### src/averaging_voltmeter_with_min_max_core_macros.svh
// Assertion macros shared by the voltmeter RTL files.
`ifndef AVERAGING_VOLTMETER_WITH_MIN_MAX_CORE_MACROS_SVH
`define AVERAGING_VOLTMETER_WITH_MIN_MAX_CORE_MACROS_SVH

// Same-cycle implication, sampled on clk, off during rst.
`define AVMM_ASSERT_IMPL(name, ante, cons) \
  name: assert property (@(posedge clk) disable iff (rst) (ante) |-> (cons)) \
    else $error("avmm: same-cycle check failed");

// Next-cycle implication, sampled on clk, off during rst.
`define AVMM_ASSERT_NEXT(name, ante, cons) \
  name: assert property (@(posedge clk) disable iff (rst) (ante) |=> (cons)) \
    else $error("avmm: next-cycle check failed");

`endif

### src/avmm_pkg.sv
// Types, constants and small helper functions of the averaging voltmeter.
`timescale 1ns / 1ps
`default_nettype none

package avmm_pkg;

  localparam int SAMPLES_PER_AVERAGE = 8;
  localparam logic [5:0] FULL_SCALE = 6'd33;
  localparam logic [15:0] REPORT_PERIOD_RESET = 16'd100;

  // (s*33 + 511) / 1023 as one multiply by a reciprocal:
  // q = (s*33*R + 511*R) >> 26 with R = ceil(2^26 / 1023) = 65601.
  // Error stays below 1/1023 over the whole sample range, so q is exact.
  localparam int SCALE_SHIFT = 26;
  localparam logic [31:0] SCALE_MULT = 32'd2164833;
  localparam logic [31:0] SCALE_ADD = 32'd33522111;

  // Batch average divides by a reciprocal too.
  localparam int DIV_SHIFT = 20;

  // Register map (index = paddr[2]).
  localparam logic REG_REPORT_PERIOD = 1'b0;

  typedef enum logic [1:0] {
    OP_SAMPLE   = 2'd0,
    OP_TICK     = 2'd1,
    OP_RX_BYTE  = 2'd2,
    OP_RX_ERROR = 2'd3
  } op_t;

  localparam logic KIND_DISPLAY = 1'b0;
  localparam logic KIND_SERIAL  = 1'b1;

  localparam logic [7:0] ASCII_ZERO    = 8'd48;
  localparam logic [7:0] ASCII_LOWER_L = 8'h6C;
  localparam logic [7:0] ASCII_UPPER_L = 8'h4C;
  localparam logic [7:0] ASCII_DASH    = 8'h2D;
  localparam logic [7:0] ASCII_NEWLINE = 8'h0A;

  localparam int MAX_WORDS = 6;
  localparam int COUNT_W = $clog2(MAX_WORDS + 1);

  typedef struct packed {
    logic       kind;
    logic [6:0] segments;
    logic       high_digit;
    logic [7:0] tx_byte;
  } out_word_t;

  // One burst of result words handed to the output queue.
  typedef struct packed {
    logic [COUNT_W-1:0]              count;
    out_word_t [MAX_WORDS-1:0]       words;
  } burst_t;

  // Tens digit for v < 69: (v*13) >> 7.
  function automatic logic [3:0] digit_tens(input logic [5:0] v);
    logic [9:0] p;
    p = 10'(v) * 10'd13;
    return {1'b0, p[9:7]};
  endfunction

  function automatic logic [3:0] digit_units(input logic [5:0] v);
    logic [5:0] t;
    t = 6'(digit_tens(v)) * 6'd10;
    return 4'(v - t);
  endfunction

  function automatic logic [6:0] seg_pattern(input logic [3:0] d);
    logic [6:0] s;
    unique case (d)
      4'd0:    s = 7'h3F;
      4'd1:    s = 7'h06;
      4'd2:    s = 7'h5B;
      4'd3:    s = 7'h4F;
      4'd4:    s = 7'h66;
      4'd5:    s = 7'h6D;
      4'd6:    s = 7'h7D;
      4'd7:    s = 7'h07;
      4'd8:    s = 7'h7F;
      4'd9:    s = 7'h6F;
      default: s = 7'h00;
    endcase
    return s;
  endfunction

  function automatic out_word_t serial_word(input logic [7:0] b);
    out_word_t w;
    w.kind       = KIND_SERIAL;
    w.segments   = 7'd0;
    w.high_digit = 1'b0;
    w.tx_byte    = b;
    return w;
  endfunction

  function automatic out_word_t display_word(input logic [6:0] seg, input logic hi);
    out_word_t w;
    w.kind       = KIND_DISPLAY;
    w.segments   = seg;
    w.high_digit = hi;
    w.tx_byte    = 8'd0;
    return w;
  endfunction

  function automatic logic [7:0] ascii_digit(input logic [3:0] d);
    return ASCII_ZERO + 8'(d);
  endfunction

endpackage

`default_nettype wire

### src/avmm_out_queue.sv
// Output word queue: holds one burst and sends it one word per handshake.
`timescale 1ns / 1ps
`default_nettype none
`include "averaging_voltmeter_with_min_max_core_macros.svh"

module avmm_out_queue (
  input  wire logic             clk,
  input  wire logic             rst,
  input  wire logic             load,
  input  wire avmm_pkg::burst_t burst,
  output logic                  free,
  output logic                  word_valid,
  input  wire logic             word_stall,
  output logic                  kind,
  output logic [6:0]            segments,
  output logic                  high_digit,
  output logic [7:0]            tx_byte,
  output logic                  last
);

  avmm_pkg::out_word_t [avmm_pkg::MAX_WORDS-1:0] words;
  logic [avmm_pkg::COUNT_W-1:0] count;
  logic emit;

  assign word_valid = (count != '0);
  assign emit       = word_valid && !word_stall;
  // free also when the final word leaves this cycle
  assign free       = (count == '0) || (emit && count == avmm_pkg::COUNT_W'(1));

  assign kind       = words[0].kind;
  assign segments   = words[0].segments;
  assign high_digit = words[0].high_digit;
  assign tx_byte    = words[0].tx_byte;
  assign last       = (count == avmm_pkg::COUNT_W'(1));

  always_ff @(posedge clk) begin
    if (rst) begin
      count <= '0;
    end else if (load) begin
      count <= burst.count;
    end else if (emit) begin
      count <= count - avmm_pkg::COUNT_W'(1);
    end
  end

  always_ff @(posedge clk) begin
    if (load) begin
      words <= burst.words;
    end else if (emit) begin
      for (int i = 0; i < avmm_pkg::MAX_WORDS - 1; i++) begin
        words[i] <= words[i+1];
      end
    end
  end

  `AVMM_ASSERT_IMPL(a_load_when_free, load, free)
  `AVMM_ASSERT_IMPL(a_count_range, 1'b1, count <= avmm_pkg::COUNT_W'(avmm_pkg::MAX_WORDS))
  `AVMM_ASSERT_NEXT(a_drain_step, emit && count > avmm_pkg::COUNT_W'(1) && !load,
                    count == $past(count) - avmm_pkg::COUNT_W'(1))

endmodule

`default_nettype wire

### src/averaging_voltmeter_with_min_max_core.sv
// Top level of the averaging two-digit voltmeter with running min and max.
`timescale 1ns / 1ps
`default_nettype none
`include "averaging_voltmeter_with_min_max_core_macros.svh"

// Usage
//   Input channel (item_valid / item_stall): op, sample, rx_byte. A word is
//   taken at a clock edge with item_valid high and item_stall low.
//   Output channel (word_valid / word_stall): kind, segments, high_digit,
//   tx_byte, last. An input word causes 0 to 6 output words; last marks the
//   final one. Samples and receive errors and other bytes produce none.
//   A word waits in the input register until the queue can take its burst;
//   the queue register then presents the first output word of that burst.
//   Throughput: one input word per cycle while the output queue can take the
//   burst; a burst of N words holds the queue until its last word is taken,
//   and the next word with output waits in the input register meanwhile.
//   Samples flow at one per cycle unless an earlier word is still waiting in
//   the input register for the queue.
//   Output stall simply freezes the queue head; the input register then fills
//   and item_stall rises.
//   Reset (rst, synchronous): empties both stages, report_period = 100,
//   lowest value = 33, all other state zero, tens digit shown first.
//   APB port: report_period at byte address 0, written on psel & penable &
//   pwrite; pready is tied high.

module averaging_voltmeter_with_min_max_core #(
  parameter int SAMPLES_PER_AVERAGE = avmm_pkg::SAMPLES_PER_AVERAGE
) (
  input  wire logic        clk,
  input  wire logic        rst,
  // input channel
  input  wire logic        item_valid,
  output logic             item_stall,
  input  wire logic [1:0]  op,
  input  wire logic [9:0]  sample,
  input  wire logic [7:0]  rx_byte,
  // output channel
  output logic             word_valid,
  input  wire logic        word_stall,
  output logic             kind,
  output logic [6:0]       segments,
  output logic             high_digit,
  output logic [7:0]       tx_byte,
  output logic             last,
  // configuration port
  input  wire logic        psel,
  input  wire logic        penable,
  input  wire logic        pwrite,
  input  wire logic [2:0]  paddr,
  input  wire logic [31:0] pwdata,
  output logic [31:0]      prdata,
  output logic             pready
);

  // Batch sum holds up to 33 per sample.
  localparam int SUM_W     = $clog2(33 * SAMPLES_PER_AVERAGE + 1);
  localparam int BATCH_W   = $clog2(SAMPLES_PER_AVERAGE);
  localparam int PROD_W    = SUM_W + avmm_pkg::DIV_SHIFT;
  // ceil(2^20 / N): error below 33*N / 2^20 < 1/N, so the quotient is exact.
  localparam int DIV_MULT  = ((1 << avmm_pkg::DIV_SHIFT) + SAMPLES_PER_AVERAGE - 1)
                             / SAMPLES_PER_AVERAGE;
  localparam logic [BATCH_W-1:0] LAST_BATCH = BATCH_W'(SAMPLES_PER_AVERAGE - 1);

  // ---------------------------------------------------------------------
  // Configuration
  // ---------------------------------------------------------------------
  logic [15:0] report_period;
  logic        cfg_write;

  assign pready    = 1'b1;
  assign cfg_write = psel && penable && pwrite && pready;
  assign prdata    = (paddr[2] == avmm_pkg::REG_REPORT_PERIOD) ? {16'd0, report_period}
                                                               : 32'd0;

  always_ff @(posedge clk) begin
    if (rst) begin
      report_period <= avmm_pkg::REPORT_PERIOD_RESET;
    end else if (cfg_write && paddr[2] == avmm_pkg::REG_REPORT_PERIOD) begin
      report_period <= pwdata[15:0];
    end
  end

  // ---------------------------------------------------------------------
  // Input register; the sample is scaled to tenths of a volt on the way in
  // ---------------------------------------------------------------------
  logic [31:0]   scale_prod;
  logic [5:0]    scaled_in;

  logic          in_reg_valid;
  avmm_pkg::op_t in_op;
  logic [5:0]    in_scaled;
  logic [7:0]    in_rx;

  logic          fire;

  assign scale_prod = 32'(sample) * avmm_pkg::SCALE_MULT + avmm_pkg::SCALE_ADD;
  assign scaled_in  = scale_prod[avmm_pkg::SCALE_SHIFT +: 6];

  assign item_stall = in_reg_valid && !fire;

  always_ff @(posedge clk) begin
    if (rst) begin
      in_reg_valid <= 1'b0;
    end else if (item_valid && !item_stall) begin
      in_reg_valid <= 1'b1;
    end else if (fire) begin
      in_reg_valid <= 1'b0;
    end
  end

  always_ff @(posedge clk) begin
    if (item_valid && !item_stall) begin
      in_op     <= avmm_pkg::op_t'(op);
      in_scaled <= scaled_in;
      in_rx     <= rx_byte;
    end
  end

  // ---------------------------------------------------------------------
  // Voltmeter state
  // ---------------------------------------------------------------------
  logic [BATCH_W-1:0] batch_index;
  logic [SUM_W-1:0]   scaled_sum;
  logic [5:0]         current_volts;
  logic [5:0]         lowest_volts;
  logic [5:0]         highest_volts;
  logic               showing_units;
  logic [15:0]        tick_count;

  logic [SUM_W-1:0]   sum_next;
  logic [PROD_W-1:0]  avg_prod;
  logic [5:0]         avg;
  logic [15:0]        tick_next;
  logic               report_due;
  logic [3:0]         shown_digit;
  logic               is_list_cmd;

  avmm_pkg::burst_t   burst;
  logic               queue_free;

  assign sum_next   = scaled_sum + SUM_W'(in_scaled);
  assign avg_prod   = PROD_W'(sum_next) * PROD_W'(DIV_MULT);
  assign avg        = avg_prod[avmm_pkg::DIV_SHIFT +: 6];
  assign tick_next  = tick_count + 16'd1;
  assign report_due = (tick_next == report_period);
  assign shown_digit = showing_units ? avmm_pkg::digit_units(current_volts)
                                     : avmm_pkg::digit_tens(current_volts);
  assign is_list_cmd = (in_rx == avmm_pkg::ASCII_LOWER_L) ||
                       (in_rx == avmm_pkg::ASCII_UPPER_L);

  // Result burst for the word in the input register.
  always_comb begin
    burst.count = '0;
    burst.words = '0;
    unique case (in_op)
      avmm_pkg::OP_TICK: begin
        burst.words[0] = avmm_pkg::display_word(avmm_pkg::seg_pattern(shown_digit),
                                                !showing_units);
        burst.count    = avmm_pkg::COUNT_W'(1);
        if (report_due) begin
          burst.words[1] = avmm_pkg::serial_word(
                             avmm_pkg::ascii_digit(avmm_pkg::digit_tens(current_volts)));
          burst.words[2] = avmm_pkg::serial_word(
                             avmm_pkg::ascii_digit(avmm_pkg::digit_units(current_volts)));
          burst.words[3] = avmm_pkg::serial_word(avmm_pkg::ASCII_NEWLINE);
          burst.count    = avmm_pkg::COUNT_W'(4);
        end
      end
      avmm_pkg::OP_RX_BYTE: begin
        if (is_list_cmd) begin
          burst.words[0] = avmm_pkg::serial_word(
                             avmm_pkg::ascii_digit(avmm_pkg::digit_tens(lowest_volts)));
          burst.words[1] = avmm_pkg::serial_word(
                             avmm_pkg::ascii_digit(avmm_pkg::digit_units(lowest_volts)));
          burst.words[2] = avmm_pkg::serial_word(avmm_pkg::ASCII_DASH);
          burst.words[3] = avmm_pkg::serial_word(
                             avmm_pkg::ascii_digit(avmm_pkg::digit_tens(highest_volts)));
          burst.words[4] = avmm_pkg::serial_word(
                             avmm_pkg::ascii_digit(avmm_pkg::digit_units(highest_volts)));
          burst.words[5] = avmm_pkg::serial_word(avmm_pkg::ASCII_NEWLINE);
          burst.count    = avmm_pkg::COUNT_W'(6);
        end
      end
      avmm_pkg::OP_SAMPLE,
      avmm_pkg::OP_RX_ERROR: begin
        burst.count = '0;
      end
      default: begin
        burst.count = '0;
      end
    endcase
  end

  // Words with no output never wait on the queue.
  assign fire = in_reg_valid && ((burst.count == '0) || queue_free);

  always_ff @(posedge clk) begin
    if (rst) begin
      batch_index   <= '0;
      scaled_sum    <= '0;
      current_volts <= '0;
      lowest_volts  <= avmm_pkg::FULL_SCALE;
      highest_volts <= '0;
      showing_units <= 1'b0;
      tick_count    <= '0;
    end else if (fire) begin
      unique case (in_op)
        avmm_pkg::OP_SAMPLE: begin
          if (batch_index == LAST_BATCH) begin
            current_volts <= avg;
            if (avg > highest_volts) highest_volts <= avg;
            if (avg < lowest_volts)  lowest_volts  <= avg;
            scaled_sum  <= '0;
            batch_index <= '0;
          end else begin
            scaled_sum  <= sum_next;
            batch_index <= batch_index + BATCH_W'(1);
          end
        end
        avmm_pkg::OP_TICK: begin
          showing_units <= !showing_units;
          tick_count    <= report_due ? 16'd0 : tick_next;
        end
        avmm_pkg::OP_RX_BYTE,
        avmm_pkg::OP_RX_ERROR: begin
          tick_count <= tick_count;
        end
        default: begin
          tick_count <= tick_count;
        end
      endcase
    end
  end

  // ---------------------------------------------------------------------
  // Output queue
  // ---------------------------------------------------------------------
  avmm_out_queue u_out_queue (
    .clk        (clk),
    .rst        (rst),
    .load       (fire && burst.count != '0),
    .burst      (burst),
    .free       (queue_free),
    .word_valid (word_valid),
    .word_stall (word_stall),
    .kind       (kind),
    .segments   (segments),
    .high_digit (high_digit),
    .tx_byte    (tx_byte),
    .last       (last)
  );

  `AVMM_ASSERT_IMPL(a_no_stall_when_empty, !in_reg_valid, !item_stall)
  `AVMM_ASSERT_IMPL(a_volts_in_range, 1'b1,
                    current_volts <= avmm_pkg::FULL_SCALE && lowest_volts <= avmm_pkg::FULL_SCALE)
  `AVMM_ASSERT_NEXT(a_batch_wraps, fire && in_op == avmm_pkg::OP_SAMPLE && batch_index == LAST_BATCH,
                    batch_index == '0 && scaled_sum == '0)

endmodule

`default_nettype wire

### config.mk
export PLATFORM = sky130hd
export DESIGN_NAME = averaging_voltmeter_with_min_max_core
export DESIGN_NICKNAME = d
export VERILOG_FILES = /design/src/avmm_pkg.sv /design/src/avmm_out_queue.sv /design/src/averaging_voltmeter_with_min_max_core.sv
export VERILOG_INCLUDE_DIRS = /design/src /design/src/src
export SDC_FILE = /design/constraint.sdc
export NUM_CORES = 1
export LEC_CHECK = 0
export BUFFER_PORTS_ARGS = -buffer_cell sky130_fd_sc_hd__buf_4
export CELL_PAD_IN_SITES_DETAIL_PLACEMENT = 2
export CELL_PAD_IN_SITES_GLOBAL_PLACEMENT = 2
export CORE_ASPECT_RATIO = 2
export CORE_MARGIN = 8
export CORE_UTILIZATION = 34
export CTS_BUF_LIST = sky130_fd_sc_hd__clkbuf_16
export CTS_CLUSTER_DIAMETER = 100
export DETAILED_ROUTE_END_ITERATION = 12
export MAX_ROUTING_LAYER = met4
export PLACE_DENSITY_LB_ADDON = 0.1
export SETUP_SLACK_MARGIN = 0.3
export SYNTH_ARGS = -nofsm -noshare
export SYNTH_HDL_FRONTEND = slang
export SYNTH_SLANG_ARGS = --single-unit
### constraint.sdc
create_clock -name clk -period 4.4 [get_ports clk]
set_input_delay 0.44 -clock clk [delete_from_list [all_inputs] [get_ports clk]]
set_output_delay 0.44 -clock clk [all_outputs]
set_load 0.01 [all_outputs]
==> results.json, run 1 <==
{
  "drc": 0,
  "drt_iter0_drc": 179,
  "seq_area_frac_synth": 0.308,
  "core-area_um2": 28700,
  "final.min_clock_period_ps": 4230,
  "hold_buffers": 0,
  "regToRegStartpoint": "current_volts[1]",
  "htree_levels": 4,
  "dieWidth_um": 137,
  "dr_wl_met2_mm": 20.9,
  "crit_required_ps": 4670,
  "start_kind": "flop",
  "antenna_found_initial": 0,
  "wl_met1_mm": 9.65,
  "cap_violations": 0,
  "drive_above_1_share": 0.190,
  "grt.overflow.total": 0,
  "place_area_um2": 11000,
  "clock_skew_ps": 12.7,
  "dr.pass1.iters": 4,
  "cts_tree": "done",
  "clock-sinks": 124,
  "whs_ps": 179,
  "nets": 1442,
  "vias": 8278,
  "portBuffers": 76,
  "numCtsBuffers": 17,
  "antenna_cells": 0,
  "synthCells": 1081,
  "root_buffer": "clkbuf_16",
  "die_area_um2": 35200,
  "initial_core_util": 0.345,
  "hpwl_mm": 25.3,
  "hold_start": "rx_byte[2]",
  "crit_fanout": 4,
  "finalHoldViolations": 0,
  "rsz0062_at_grt": "true",
  "grt_pass1_vias": 9455,
  "setup_violations": 0,
  "crit_type": "reg -> reg",
  "power_density_nw_per_um2": 339,
  "critPathLaunch": "current_volts[1]",
  "synth_cell_types": 73,
  "leakage_nw": 5.45,
  "rows": 88,
  "n_fill_cell": 3193,
  "ant_nets": 0,
  "clock_latency_ps": 440,
  "synth.avg_cell_area_um2": 9.18,
  "fin_area_um2": 11900,
  "arrival_ps": 4500,
  "hold_path_class": "in -> reg",
  "area_delta_synth_final_pct": 20.2,
  "grt_max_degree": 61,
  "crit_path_end_kind": "flop",
  "fin_util": 0.415,
  "grt_usage": 0.192,
  "outcome": "finished, final reports clean",
  "regToRegSetupSlack_ps": 170,
  "relSlewSlack": 0.418,
  "async_flop_share": 0,
  "fin_crit_sh": 0.962,
  "clock_path_buffers": 2,
  "die_h_um": 258,
  "synth_flop_cell": "dfxtp_1",
  "finalMaxSlewViolations": 0,
  "ys.warnings.count": 0,
  "ios": 115,
  "yosys_register_bits": 124,
  "vias_per_cell": 5.29,
  "avgRoutedWirePerCell_um": 20.4,
  "wl_met3_um": 438,
  "clock.fmax_mhz": 236,
  "grt_pass1_wl_mm": 50.3,
  "ir_worst_vdd_v": 0.000278,
  "top_layer": "met4",
  "synth_edf_count": 57,
  "path_clk_slew_ps": 60,
  "syn_area_um2": 9920,
  "gp_congestion": 0.770,
  "wl_mm": 31.8,
  "worstMarginPinSlew_ps": 868
}
-- metrics by stage --
stage / setup WS, ps / setup TNS [ps] / total power [mW] / instances
after floorplan: 321 / 0 / 2.29 / 1098
after global routing: 55.8 / 0 / 4.28 / 1564
final: 166 / 0 / 4.04 / 1564
after global placement: -205 / -786 / 2.68 / 1509
after detailed placement: -240 / -1330 / 2.73 / 1509
after CTS: 243 / 0 / 4.11 / 1558
-- cells in the mapped netlist, drive strengths merged (7+ instances only) --
cell type / count / area (um^2)
and2: 8 / 50.1
nor4: 14 / 103
fa: 26 / 521
nor2: 53 / 199
nand4: 13 / 96.3
nor3: 14 / 70.1
xnor2: 35 / 307
mux2i: 13 / 130
nand2: 125 / 469
nand2b: 7 / 43.8
a21oi: 57 / 285
xor2: 13 / 114
and3: 9 / 56.3
o21ai: 49 / 253
a211oi: 13 / 97.6
ha: 163 / 2040
o21a: 7 / 52.6
nand3: 34 / 180
edfxtp: 57 / 1710
inv: 107 / 402
nor2b: 24 / 150
dfxtp: 67 / 1340
buf: 44 / 309
clkbuf: 29 / 110
-- path summary, 6_finish.rpt --
path	end	cells after the start
min	in_rx[2]	1
min reg2reg	batch_index[1]	2
max	u_out_queue.segments[4]	23
max reg2reg	u_out_queue.segments[4]	23
-- final cells by class --
| type | instances | area, um^2 | share of cell area |
|---|---|---|---|
| Clock buffer | 18 | 450 | 0.0378 |
| Clock inverter | 14 | 105 | 0.00881 |
| Inverter | 107 | 405 | 0.0340 |
| Multi-Input combinational cell | 794 | 6350 | 0.532 |
| Sequential cell | 124 | 3060 | 0.257 |
| Tap cell | 360 | 450 | 0.0378 |
| Timing Repair Buffer | 147 | 1100 | 0.0925 |
-- registers in the layout, summed over array words and instances (netlist names) --
| signal | cells |
|---|---|
| u_out_queue.tx_byte | 6 |
| in_op | 2 |
| u_out_queue.kind | 1 |
| scaled_sum | 9 |
| tick_count | 16 |
| in_scaled | 6 |
| highest_volts | 6 |
| u_out_queue.segments | 7 |
| u_out_queue.count | 3 |
| u_out_queue.words | 27 |
| in_reg_valid | 1 |
| showing_units | 1 |
| batch_index | 3 |
| report_period | 16 |
| lowest_volts | 6 |
| current_volts | 6 |
| u_out_queue.high_digit | 1 |
| in_rx | 7 |
-- worst max-delay path, stage by stage (launching register included) --
cell	delay (ps)
dfxtp_4	360
ha_4	260
inv_2	30
fa_1	490
inv_1	50
ha_1	280
nand4_1	140
a211o_1	360
xnor2_2	170
inv_1	90
buf_4	130
buf_4	120
buf_4	120
buf_4	120
buf_4	120
buf_4	120
buf_4	120
buf_4	120
buf_4	120
buf_4	130
buf_4	130
a211oi_2	200
a41oi_1	80
a21oi_1	190
-- cell usage in the layout, fill, tap and decap left out, types with 32 or more instances in the layout --
cell and instances:
dfxtp_1 65, nand2_1 123, o21ai_0 42, ha_1 155, edfxtp_1 57, inv_1 107, nor2_1 51, xnor2_1 32
buf_4 147, a21oi_1 53
-- cells by family (layout without fill, tap and decap cells) --
family                     count (synthesis)  count (layout)  share of synthesized area
xor gates and xnor gates                  49              49                     0.0446
adders and majority gates                189             189                      0.258
other                                      2              19                   0.000757
buffers and inverters                    180             286                     0.0827
and+or+nand+nor                          339             339                      0.175
AOI/OAI and AO/OA                        184             184                      0.117
DFF                                      124             124                      0.308
muxes                                     14              14                     0.0143
-- power by group --
| part | switching, mW | internal [mW] | total (mW) |
|---|---|---|---|
| sequential | 0.0736 | 1.47 | 1.54 |
| combinational | 0.671 | 0.486 | 1.16 |
| clock | 0.547 | 0.796 | 1.34 |
-- layer usage --
layer | vias to the layer above | global-route usage
met4 | 0 | 0.0728
met2 | 83 | 0.419
met3 | 46 | 0.0204
met1 | 4212 | 0.145
li1 | 3937 | -
met5 | - | -
-- timing repair --
item / 4_1_cts / 5_1_grt
setup endpoints to repair: 12 / 13
gates resized for setup: 32 / 12
pin swaps: 17 / 11
hold endpoints to repair: 0 / 0
setup buffers: 17 / 6
cloned: 0 / 0
Power figures use the tool's default switching activity.
==> run 2, diff against run 1 <==
ABC_CLOCK_PERIOD_IN_PS = 4400   (was not set)
CORE_UTILIZATION = 37   (was 34)
PLACE_DENSITY = 0.87   (was not set)
PLACE_DENSITY_LB_ADDON = not set   (was 0.1)
SYNTH_HIERARCHICAL = 1   (was not set)
==> results.json, run 2 <==
{
  "violations": "setup timing",
  "synth_edf_count": 117,
  "dieWidth_um": 145,
  "ant_nets": 0,
  "leakage_nw": 6.36,
  "initial_core_util": 0.376,
  "cap_violations": 0,
  "top_register": "u_out_queue/words",
  "antenna_found_initial": 0,
  "clock_latency_ps": 480,
  "clock-sinks": 184,
  "crit_required_ps": 4620,
  "finalNonFillerCells": 1747,
  "clock_path_buffers": 2,
  "cts_tree": "done",
  "synthCells": 1146,
  "clock_skew_ps": 20.0,
  "fin_area_um2": 14800,
  "ys.warnings.count": 6,
  "r2r_cells": 19,
  "gp_congestion": 0.884,
  "min_to": "in_rx[1]",
  "crit_path_end_kind": "flop",
  "start_kind": "flop",
  "die_area_um2": 39900,
  "crit_type": "reg -> reg",
  "final_cell_mix": "154 x ha_1, 130 x buf_4, 117 x edfxtp_1",
  "drive_above_1_share": 0.252,
  "numCtsBuffers": 17,
  "r2r_end": "u_out_queue/segments[2]",
  "hold_start": "rx_byte[1]",
  "yosys-top-cells-area": "edfxtp_1 28%, ha_1 16%, dfxtp_1 11%",
  "grt.overflow.total": 0,
  "drc": 0,
  "worst_slack_ps": -314,
  "regToRegSetupSlack_ps": -310,
  "root_buffer": "clkbuf_16",
  "syn_area_um2": 12400,
  "synth_most_common_cell": "ha_1",
  "seq_area_frac_synth": 0.393,
  "regToRegStartpoint": "current_volts[2]",
  "yosysTopAreaCell": "edfxtp_1",
  "path_clk_slew_ps": 70,
  "largest_reg_flops": 85,
  "rows": 94,
  "synth_cell_types": 71,
  "nets": 1553,
  "place_area_um2": 13600,
  "worstMarginPinSlew_ps": 1070,
  "grt_pass1_vias": 10949,
  "crit_fanout": 7,
  "outcome": "complete, but fails checks",
  "grt_max_degree": 81,
  "antenna_cells": 0,
  "hold_path_class": "in -> reg",
  "dr.pass1.iters": 4,
  "grt_usage": 0.203,
  "vias_per_cell": 5.39,
  "avgRoutedWirePerCell_um": 24.4,
  "power_density_nw_per_um2": 346,
  "dp.cells": 1695,
  "finalHoldViolations": 0,
  "portBuffers": 78,
  "synthTopCellsByCount": "163 x ha_1, 117 x edfxtp_1, 97 x inv_1, 87 x mux2_2, 83 x nand2_1",
  "drt_iter0_drc": 403,
  "arrival_ps": 4940,
  "synth.avg_cell_area_um2": 10.8,
  "setup_violations": 7,
  "ios": 115,
  "async_flop_share": 0,
  "synth_flop_cell": "edfxtp_1",
  "grt_pass1_wl_mm": 60.6,
  "die_h_um": 275,
  "hpwl_mm": 28.1,
  "rsz0062_at_grt": "true",
  "finalMaxSlewViolations": 0,
  "clock.fmax_mhz": 212,
  "ir_worst_vdd_v": 0.000275,
  "top_regs": "u_out_queue/words (85), report_period (16), tick_count (16)",
  "whs_ps": 153,
  "relSlewSlack": 0.289,
  "final_common_cell": "ha_1",
  "vias": 9416,
  "yosys_register_bits": 184,
  "wl_mm": 42.6,
  "synth_top_area_frac": 0.284,
  "fin_crit_sh": 1.07,
  "hold_depth": 1,
  "fin_setup_tns_ps": -1890,
  "final.min_clock_period_ps": 4710,
  "core-area_um2": 32900,
  "area_delta_synth_final_pct": 19.4,
  "htree_levels": 4
}
run 2: how the worst max path moves through the flow:
stage	from	end	slack (ps)	depth (start not counted)
after floorplan	current_volts[3]	u_out_queue/segments[4]	310	19
after global placement	current_volts[2]	u_out_queue/segments[5]	-20	18
after detailed placement	current_volts[2]	u_out_queue/segments[5]	-290	18
after CTS	current_volts[1]	u_out_queue/segments[6]	-90	17
after global routing	current_volts[2]	u_out_queue/segments[5]	-370	18
final	current_volts[2]	u_out_queue/segments[2]	-310	19
run 2: power breakdown:
part,total [mW],switching [mW],internal (mW)
clock,1.65,0.790,0.861
combinational,1.19,0.693,0.494
sequential,2.27,0.0919,2.18
run 2: cells by family after synthesis:
kind of cell / after synthesis / synth area share
adder cells (fa/ha/maj): 189 / 0.207
AND/OR/NAND/NOR: 302 / 0.124
flip-flops: 184 / 0.393
buffers and inverters: 167 / 0.0644
XOR/XNOR: 54 / 0.0405
AO/OA/AOI/OAI: 145 / 0.0785
other: 2 / 0.000607
multiplexers: 103 / 0.0922
run 2: per-stage QoR:
step	setup slack, ps	util	power (mW)
finish	-314	0.449	5.11
CTS	-87.0	0.440	5.10
detailed placement	-289	0.414	3.44
global placement	-23.5	0.414	3.31
global route	-372	0.449	5.33
floorplan	314	-	3.04
run 2: layer usage:
metal	share of wire	GRT usage
met1	0.33	0.169
met2	0.58	0.405
met3	0.027	0.0298
met4	0.064	0.132
met5	0	-
run 2: critical path, cell delays in order, from the launching register on:
cell      delay (ps)
dfxtp_2          350
ha_1             300
inv_1             80
fa_1             560
inv_1             80
ha_4             250
nor3_4           250
a211oi_2          90
a21oi_2          180
xor2_1           230
inv_1            120
fa_2             440
xnor2_2          170
xnor3_2          320
xnor2_2          170
nand2b_4         220
buf_6            170
a21oi_4          120
a311oi_2          70
mux2_4           290
run 2: area by class of cell:
class                   instances  area (um^2)
fillers                      3376        18200
multi-input cells             867         7370
flip-flops and latches        184         4860
repair buffers                134         1020
well taps                     432          541
clock buffers                  17          425
inverters                      98          368
clock inverters                15          178
run 2: repair_timing:
action / CTS / global route
setup endpoints to repair: 17 / 15
resized for setup: 44 / 40
hold buffers: 0 / 0
pin swaps: 21 / 22
buffers inserted: 9 / 11
